===== config.mk =====
export PLATFORM = sky130hd
export DESIGN_NAME = transient_resource_pool
export DESIGN_NICKNAME = d
export VERILOG_FILES = /design/src/design/trp_pkg.sv /design/src/design/transient_resource_pool.sv
export VERILOG_INCLUDE_DIRS = /design/src /design/src/design
export SDC_FILE = /design/constraint.sdc
export NUM_CORES = 2
export LEC_CHECK = 0
export ABC_AREA = 1
export ABC_CLOCK_PERIOD_IN_PS = 9200
export BUFFER_PORTS_ARGS = -buffer_cell sky130_fd_sc_hd__buf_2
export CAP_MARGIN = 20
export CORE_UTILIZATION = 45
export CTS_BUF_LIST = sky130_fd_sc_hd__clkbuf_2 sky130_fd_sc_hd__clkbuf_4 sky130_fd_sc_hd__clkbuf_8
export CTS_CLUSTER_SIZE = 16
export DETAILED_ROUTE_END_ITERATION = 6
export GPL_TIMING_DRIVEN = 1
export PLACE_DENSITY = 0.6
export SLEW_MARGIN = 0
export SYNTH_ARGS = -nofsm -noshare
export SYNTH_HDL_FRONTEND = slang
export SYNTH_SLANG_ARGS = --single-unit

===== constraint.sdc =====
create_clock -name clk_i -period 9.2 [get_ports clk_i]
set_input_delay 1.84 -clock clk_i [delete_from_list [all_inputs] [get_ports clk_i]]
set_output_delay 1.84 -clock clk_i [all_outputs]
set_load 0.005 [all_outputs]

===== src/design/transient_resource_pool_assert.svh =====
// Assertion macros for the transient resource pool.
`ifndef TRANSIENT_RESOURCE_POOL_ASSERT_SVH
`define TRANSIENT_RESOURCE_POOL_ASSERT_SVH

// Checked only outside reset.
`define TRP_ASSERT(lbl, prop, msg) \
  lbl: assert property (@(posedge clk_i) disable iff (!rst_ni) prop) else $error(msg);

// Checked at every edge, reset included.
`define TRP_ASSERT_ALWAYS(lbl, prop, msg) \
  lbl: assert property (@(posedge clk_i) prop) else $error(msg);

`endif


===== src/design/trp_pkg.sv =====
package trp_pkg;

  localparam int unsigned ENTRIES   = 32;
  localparam int unsigned KEY_WIDTH = 64;
  localparam int unsigned IDX_W     = (ENTRIES > 1) ? $clog2(ENTRIES) : 1;
  localparam int unsigned CNT_W     = $clog2(ENTRIES + 1);
  localparam int unsigned SLOT_W    = 5;
  localparam int unsigned CMP_W     = (CNT_W > SLOT_W) ? CNT_W : SLOT_W;
  localparam int unsigned MEM_DEPTH = 2 * (2 ** IDX_W);

  typedef logic [1:0] kind_t;
  localparam kind_t KIND_ACQUIRE = 2'd0;
  localparam kind_t KIND_RELEASE = 2'd1;
  localparam kind_t KIND_FRAME   = 2'd2;

  typedef logic [2:0] status_t;
  localparam status_t ST_REUSED      = 3'd0;
  localparam status_t ST_CREATED     = 3'd1;
  localparam status_t ST_FULL        = 3'd2;
  localparam status_t ST_RELEASED    = 3'd3;
  localparam status_t ST_NOT_FOUND   = 3'd4;
  localparam status_t ST_FRAME_RESET = 3'd5;

  typedef enum logic [1:0] {
    S_IDLE,
    S_EXEC,
    S_SCAN,
    S_DONE
  } trp_state_e;

endpackage


===== src/design/transient_resource_pool.sv =====
// Channel  | Direction | Handshake               | Payload
// ---------+-----------+-------------------------+------------------------------------
// request  | in        | in_valid_i / in_stall_o | kind_i, pool_i, desc_key_i, slot_i
// result   | out       | out_valid_o/ out_stall_i| handle_slot_o, status_o
//
// Acquire walks the pool's key memory one entry per cycle, over its n entries,
// n being the pool's entry count (at most ENTRIES). Release and frame reset
// go straight from execute to done. One request is worked at a time. Reset
// clears marks and counts at once; key memory contents need no reset.
// A stalled result sits in the output register while the next request runs.
`include "transient_resource_pool_assert.svh"

module transient_resource_pool (
  input  logic                          clk_i,
  input  logic                          rst_ni,
  input  logic                          in_valid_i,
  output logic                          in_stall_o,
  input  logic [1:0]                    kind_i,
  input  logic                          pool_i,
  input  logic [63:0]                   desc_key_i,
  input  logic [trp_pkg::SLOT_W-1:0]    slot_i,
  output logic                          out_valid_o,
  input  logic                          out_stall_i,
  output logic [trp_pkg::SLOT_W-1:0]    handle_slot_o,
  output logic [2:0]                    status_o
);
  import trp_pkg::*;

  trp_state_e state_q, state_d;

  kind_t                kind_q;
  logic                 pool_q;
  logic [KEY_WIDTH-1:0] key_q;
  logic [SLOT_W-1:0]    slot_q;

  logic [1:0][ENTRIES-1:0] mark_q, mark_d;
  logic [1:0][CNT_W-1:0]   cnt_q, cnt_d;

  logic [CNT_W-1:0] scan_q, scan_d;
  logic             rd_vld_q, rd_vld_d;
  logic [IDX_W-1:0] rd_idx_q;

  logic [SLOT_W-1:0] res_slot_q, res_slot_d;
  status_t           res_st_q, res_st_d;

  logic              out_valid_q, out_valid_d;
  logic [SLOT_W-1:0] out_slot_q, out_slot_d;
  status_t           out_st_q, out_st_d;

  logic [KEY_WIDTH-1:0] key_mem [MEM_DEPTH];
  logic [KEY_WIDTH-1:0] rdata_q;
  logic                 mem_re, mem_we;
  logic [IDX_W:0]       raddr, waddr;

  logic             accept;
  logic             out_free;
  logic [CNT_W-1:0] n_cur;
  logic             issue;
  logic             hit;
  logic             miss;
  logic             rel_ok;
  logic [IDX_W-1:0] rel_idx;

  assign accept   = in_valid_i && !in_stall_o;
  assign out_free = !out_valid_q || !out_stall_i;
  assign n_cur    = cnt_q[pool_q];
  assign issue    = (state_q == S_SCAN) && (scan_q < n_cur);
  assign hit      = (state_q == S_SCAN) && rd_vld_q && !mark_q[pool_q][rd_idx_q]
                    && (rdata_q == key_q);
  assign miss     = (state_q == S_SCAN) && !rd_vld_q && !issue;
  assign rel_ok   = (CMP_W'(slot_q) < CMP_W'(n_cur)) && (CMP_W'(slot_q) < CMP_W'(ENTRIES));
  assign rel_idx  = IDX_W'(slot_q);

  assign raddr  = {pool_q, scan_q[IDX_W-1:0]};
  assign waddr  = {pool_q, n_cur[IDX_W-1:0]};
  assign mem_re = issue;
  assign mem_we = miss && (n_cur != CNT_W'(ENTRIES));

  always_ff @(posedge clk_i) begin
    if (mem_we) begin
      key_mem[waddr] <= key_q;
    end
    if (mem_re) begin
      rdata_q <= key_mem[raddr];
    end
  end

  // Next state
  always_comb begin
    state_d = state_q;
    case (state_q)
      S_IDLE: if (accept) state_d = S_EXEC;
      S_EXEC: begin
        case (kind_q)
          KIND_ACQUIRE: state_d = S_SCAN;
          KIND_RELEASE,
          KIND_FRAME:   state_d = S_DONE;
          default:      state_d = S_IDLE;
        endcase
      end
      S_SCAN: if (hit || miss) state_d = S_DONE;
      S_DONE: if (out_free) state_d = S_IDLE;
      default: state_d = S_IDLE;
    endcase
  end

  // Datapath and outputs
  always_comb begin
    mark_d      = mark_q;
    cnt_d       = cnt_q;
    scan_d      = scan_q;
    rd_vld_d    = 1'b0;
    res_slot_d  = res_slot_q;
    res_st_d    = res_st_q;
    out_valid_d = out_valid_q;
    out_slot_d  = out_slot_q;
    out_st_d    = out_st_q;

    if (out_valid_q && !out_stall_i) begin
      out_valid_d = 1'b0;
    end

    case (state_q)
      S_EXEC: begin
        scan_d     = '0;
        res_slot_d = '0;
        case (kind_q)
          KIND_RELEASE: begin
            if (rel_ok) begin
              mark_d[pool_q][rel_idx] = 1'b0;
              res_st_d = ST_RELEASED;
            end else begin
              res_st_d = ST_NOT_FOUND;
            end
          end
          KIND_FRAME: begin
            mark_d   = '0;
            res_st_d = ST_FRAME_RESET;
          end
          default: res_st_d = ST_FULL;
        endcase
      end
      S_SCAN: begin
        rd_vld_d = issue && !hit;
        if (issue) begin
          scan_d = scan_q + CNT_W'(1);
        end
        if (hit) begin
          mark_d[pool_q][rd_idx_q] = 1'b1;
          res_slot_d = SLOT_W'(rd_idx_q);
          res_st_d   = ST_REUSED;
        end else if (miss) begin
          if (n_cur == CNT_W'(ENTRIES)) begin
            res_slot_d = '0;
            res_st_d   = ST_FULL;
          end else begin
            mark_d[pool_q][n_cur[IDX_W-1:0]] = 1'b1;
            cnt_d[pool_q] = n_cur + CNT_W'(1);
            res_slot_d    = SLOT_W'(n_cur);
            res_st_d      = ST_CREATED;
          end
        end
      end
      S_DONE: begin
        if (out_free) begin
          out_valid_d = 1'b1;
          out_slot_d  = res_slot_q;
          out_st_d    = res_st_q;
        end
      end
      default: ;
    endcase
  end

  always_ff @(posedge clk_i or negedge rst_ni) begin
    if (!rst_ni) begin
      state_q     <= S_IDLE;
      mark_q      <= '0;
      cnt_q       <= '0;
      rd_vld_q    <= 1'b0;
      out_valid_q <= 1'b0;
    end else begin
      state_q     <= state_d;
      mark_q      <= mark_d;
      cnt_q       <= cnt_d;
      rd_vld_q    <= rd_vld_d;
      out_valid_q <= out_valid_d;
    end
  end

  always_ff @(posedge clk_i) begin
    if (accept) begin
      kind_q <= kind_i;
      pool_q <= pool_i;
      key_q  <= desc_key_i[KEY_WIDTH-1:0];
      slot_q <= slot_i;
    end
    if (issue) begin
      rd_idx_q <= scan_q[IDX_W-1:0];
    end
    scan_q     <= scan_d;
    res_slot_q <= res_slot_d;
    res_st_q   <= res_st_d;
    out_slot_q <= out_slot_d;
    out_st_q   <= out_st_d;
  end

  assign in_stall_o    = (state_q != S_IDLE);
  assign out_valid_o   = out_valid_q;
  assign handle_slot_o = out_slot_q;
  assign status_o      = out_st_q;

  `TRP_ASSERT_ALWAYS(a_cnt_bound,
    (cnt_q[0] <= CNT_W'(ENTRIES)) && (cnt_q[1] <= CNT_W'(ENTRIES)),
    "pool count beyond capacity")
  `TRP_ASSERT(a_rd_in_scan, rd_vld_q |-> (state_q == S_SCAN),
    "key read data pending outside scan")
  `TRP_ASSERT(a_out_from_done, $rose(out_valid_o) |-> $past(state_q == S_DONE),
    "result raised without a finished item")
  `TRP_ASSERT(a_status_code, out_valid_o |-> (status_o <= ST_FRAME_RESET),
    "result status code out of range")

endmodule

Yosys cells after proc, flatten, opt, wreduce, memory -nomap -nowiden
Memory sizes are Yosys's and may differ from the RTL's. A register that Yosys moved wholly into a read port is not among the register bits.
Index checks and enable logic that the tools add are counted.
{ "classes": {"n_mux": 50, "order_cmp": 10, "bitwise": 6, "eq_ne": 16, "add_sub_neg": 2, "reduce_logical": 34} }
{ "op_table": {"columns": ["cell", "n"], "rows": [
  ["$mux W64", 4],
  ["$pmux W64 S2", 2],
  ["$mux W32", 5],
  ["$or A64 B64 Y64", 2],
  ["$demux W32 S1", 3],
  ["$and A64 B64 Y64", 1],
  ["$eq A64 B64 Y1", 1],
  ["$not A64 Y64", 1],
  ["$mux W6", 4],
  ["$lt A5 B6 Y1 const B", 3],
  ["$demux W1 S5", 3],
  ["$ge A5 B1 Y1 const B", 3],
  ["$mux W5", 3],
  ["$logic_and A1 B1 Y1", 14],
  ["$add A6 B1 Y6 const B", 2],
  ["$bwmux W12", 1],
  ["$ne A3 B3 Y1 const B", 4],
  ["$pmux W3 S2", 2],
  ["$pmux W6 S2", 1],
  ["$mux W1", 10],
  ["$pmux W5 S2", 1],
  ["$mux W3", 3],
  ["$mux W2", 4],
  ["$pmux W2 S4", 1],
  ["other kinds (23)", 40]
]} }
{ "totals": {"n_memories": 1, "ramBits": 4096, "elab_cells": 136, "reg_bits": 179, "output_inout_bits": 10} }
{ "mem_list": {"columns": ["memory", "depth", "word_bits", "rd", "rd_clocked_by_memory_dff", "wr", "line_no", "rtl"], "rows": [
  ["key_mem", 64, 64, 1, 1, 1, "transient_resource_pool.sv:50", "logic [KEY_WIDTH-1:0] key_mem [MEM_DEPTH];"]
]} }

Depth between registers and ports, before layout
{ "depth": {"word_depth": 13, "ltp_mapped": 20} }

Worst setup path after synthesis
No wires, ideal clock.
{ "synth_path": {"kind": "register to register", "startpoint": "reg pool_q", "endpoint": "mem key_mem[32][0] (enable)", "period_less_slack_ps": 7283, "setup_slack_ps": 1917, "required_ps": 8635, "stages_incl_launch_ff": 15, "arrival_ps": 6718, "cell_sequence": "edfxtp_1 -> buf_6 -> inv_4 -> buf_4 -> nor2_1 -> a21oi_2 -> clkinv_1 -> ha_1 -> a21oi_1 -> o21a_1 -> nand3_1 -> nand2_1 -> nor2_2 -> inv_2 -> nor3_1"} }
{ "synth_via": {"elab_chain_cells": 9} }
{ "synth_rtl": {"columns": ["element", "line_no", "rtl"], "rows": [
  ["start, declared", "transient_resource_pool.sv:32", "logic pool_q;"],
  ["start signal, assigned", "transient_resource_pool.sv:194", "pool_q <= pool_i;"],
  ["$mux W6 (implied by the code) (2 in series)", "transient_resource_pool.sv:66", "assign n_cur = cnt_q[pool_q];"],
  ["$lt A6 B6 Y1", "transient_resource_pool.sv:67", "assign issue = (state_q == S_SCAN) && (scan_q < n_cur);"],
  ["$logic_and A1 B1 Y1", "transient_resource_pool.sv:67", null],
  ["$logic_not A1 Y1", "transient_resource_pool.sv:70", "assign miss = (state_q == S_SCAN) && !rd_vld_q && !issue;"],
  ["$logic_and A1 B1 Y1", "transient_resource_pool.sv:70", null],
  ["$logic_and A1 B1 Y1", "transient_resource_pool.sv:77", "assign mem_we = miss && (n_cur != CNT_W'(ENTRIES));"],
  ["$mux W1", "transient_resource_pool.sv:80", "if (mem_we) begin"],
  ["$mux W1 (implied by the code)", "transient_resource_pool.sv:81", "key_mem[waddr] <= key_q;"],
  ["end, declared", "transient_resource_pool.sv:50", null]
]} }
Several ways; a longest one is shown, not always the timed one. The select of a mux whose other input is x is not followed.

Worst setup path in the final report
{ "layout_path": {"startpoint": "reg pool_q", "endpoint": "mem key_mem[58][57] (enable)"} }
The elaborated chain is that of the path after synthesis.

==> results.toml <==
[die]
io_pins = 86
die_width_um = 619.6
chipHeight_um = 619.6
rows = 226
start_util = 0.4527
core_area_mm2 = 0.3792
die_area_mm2 = 0.3840

[timing]
slew_headroom = 0.1026
worstMarginPinSlew_ns = 1.346
finalCriticalPeriod_ns = 6.949
period_share = 0.7554
rsz0062_at_grt = "no"
fin_skew_ns = 0.07032
fin_tns_setup_ns = 0
fmax_mhz = 143.9
layout_setup_ws_ns = 2.251
finalMaxSlewViolations = 0
hold_viol = 0
setup_viol = 0
hold_ws_ns = 0.4176

[drt]
vias_per_cell = 6.201
highest_layer = "met5"
ant_nets = 0
wl_met3_um = 65700
vias = 116612
wl_per_cell_um = 29.77
wl_met2_um = 252200
drc_errors = 0
dr.pass1.iters = 6
wl_um = 559700
wl_met1_um = 217300
drtIter0Drc = 16719

[worst_hold_path]
min_path_type = "reg2reg"
min_from = "res_slot_q[2]"
hold_depth = 0
hold_end = "handle_slot_o[2]"

[layout]
fin_util = 0.5055
final_cells = 18804
area_growth_pct = 11.65
final_nets = 13366
drive_gt1_frac = 0.1141
fin_area_mm2 = 0.1917

[global_routing]
grt_pass1_vias = 111052
grt_max_degree = 216
antenna_found_initial = 27
grt_overflow = 0
grt_pass1_wl_um = 793000
grtUsageTotal = 0.2848

[pwr]
leakage_nw = 62.31
vdd_drop_max_mv = 0.4062
power.density_mw_per_mm2 = 305.8
power_mw = 58.62

[run]
drv_cap = 0

[synthesis]
synth_edf_count = 4259
synthFlopType = "edfxtp_1"
synth_top_area_frac = 0.7450
synth_compound_area_frac = 0.1236
ys_seq_area_frac = 0.7567
netlist_instances = 13083
syn_avg_cell_area_um2 = 13.12
ys_ff_latch = 4339
synth_fa_ha_area_frac = 0.001603
yosys.area.top_type = "edfxtp_1"
yosys.area_share.simple = 0.09036
synth_top_family_by_area = "compound AO/OA/AOI/OAI gates"
synth_mux_area_frac = 0.0003936
syn_nets = 13181
synth_commonest_cells = "edfxtp_1, nor2_1, o21ai_0, nand2_1, clkbuf_1"
synthXorXnorAreaFrac = 0.0008673
yosysMostFrequentCell = "edfxtp_1"
yosysWarnings = 0
async_reset_ff_frac = 0.01844
synthTopCellsByArea = "edfxtp_1, o21ai_0, nor2_1"
syn-cell-area_mm2 = 0.1717
synth_cell_types = 46

[setup_path]
regToRegStartpoint = "pool_q"
arrival_ns = 7.80
timing.rr.end = "key_mem[58][57]"
worst-r2r-cell-count = 14
crit_required_ns = 10.05
worstSetupPathType = "reg2reg"
rrSetupSlack_ns = 2.25
startpoint_type = "register"
endpoint_kind = "register"
path_max_fanout = 154

[run_status]
outcome = "completed"

[clock_tree]
numCtsBuffers = 688
cts_resized = 0
clk_pin_slew_ns = 0.06
holdBufCountCts = 0
cts_buffer_depth = 4
cts_tree = "yes"
clock_sinks = 4339
clock_latency_ns = 1.26
cts-root-buf = "clkbuf_8"
htreeDepth = 6
cts_setup_buffers = 0

[place]
placed_cells = 17588
io_buffers = 85
routabilityCongestion = 0.9293
dp_hpwl_um = 305000
place_area_mm2 = 0.1785
place_ws_ns = 2.482
## layer usage
layer | up-vias | GRT usage
li1 | 49467 | -
met3 | 1149 | 0.06646
met5 | - | 0
met2 | 7081 | 0.4379
met1 | 58903 | 0.3907
met4 | 12 | 0.1178
## placed cells by master, fill, tap and decap left out, types with 270 or more instances in the layout
cell type	netlist	final
a21oi_1	270	270
nand3_1	483	483
o22ai_1	603	603
o221ai_1	424	424
nor2_1	2306	2241
clkbuf_8	0	701
edfxtp_1	4259	4259
o21ai_0	2084	2084
buf_4	11	280
nand2_1	985	985
## flip-flops by register name, indices dropped and copies added (netlist names), named ones only
name	flops
res_slot_q	5
out_valid_o	1
state_q	1
mark_q	64
rd_idx_q	5
rel_idx	5
res_st_q	3
kind_q	2
handle_slot_o	5
key_mem	4096
rdata_q	64
rd_vld_q	1
key_q	64
pool_q	1
status_o	3
scan_q	6
cnt_q	12
## critical path, stage by stage (launching register included)
cell and delay [ns]:
edfxtp_1 0.47, buf_12 0.48, nor2_1 0.21, nor2_1 0.55, inv_1 0.25, ha_1 0.34
nand2_1 0.08, inv_1 0.09, nand4_1 0.13, nand3_1 0.22, nand2_1 0.17, nor2_2 0.39
nand3_1 0.89, nor2_4 1.30, buf_4 0.65
## final cells by class
class | instances | area, um^2
inverters | 252 | 1008
clock buffers | 946 | 11490
diodes | 7 | 17.52
flip-flops and latches | 4339 | 129900
fillers | 32117 | 187500
multi-input cells | 7563 | 37720
repair buffers | 424 | 3696
clock inverters | 257 | 1568
well taps | 5016 | 6276
## how the worst max path moves through the flow
stage                start               to  slack [ns]
floorplan           pool_q   key_mem[32][0]        1.92
global placement    pool_q  key_mem[13][34]        2.28
detailed placement  pool_q  key_mem[56][61]        2.48
CTS                 pool_q  key_mem[56][62]        2.45
global route        pool_q  key_mem[58][44]        2.13
finish              pool_q  key_mem[58][57]        2.25
## logic make-up (layout without fill, tap and decap cells)
kind of cell	after synthesis	after routing
other	0	7
AOI/OAI and AO/OA	3627	3627
adders and majority gates	22	22
muxes	6	6
buffers and inverters	1181	1879
xor gates and xnor gates	17	17
DFF	4339	4339
and+or+nand+nor	3891	3891
## power breakdown
group	switching [mW]	internal, mW
logic	14.6	4.65
clock network	7.67	8.31
registers	0.339	23.0
total	22.6	36.0
No activity file was read; power rests on OpenSTA's default activity.
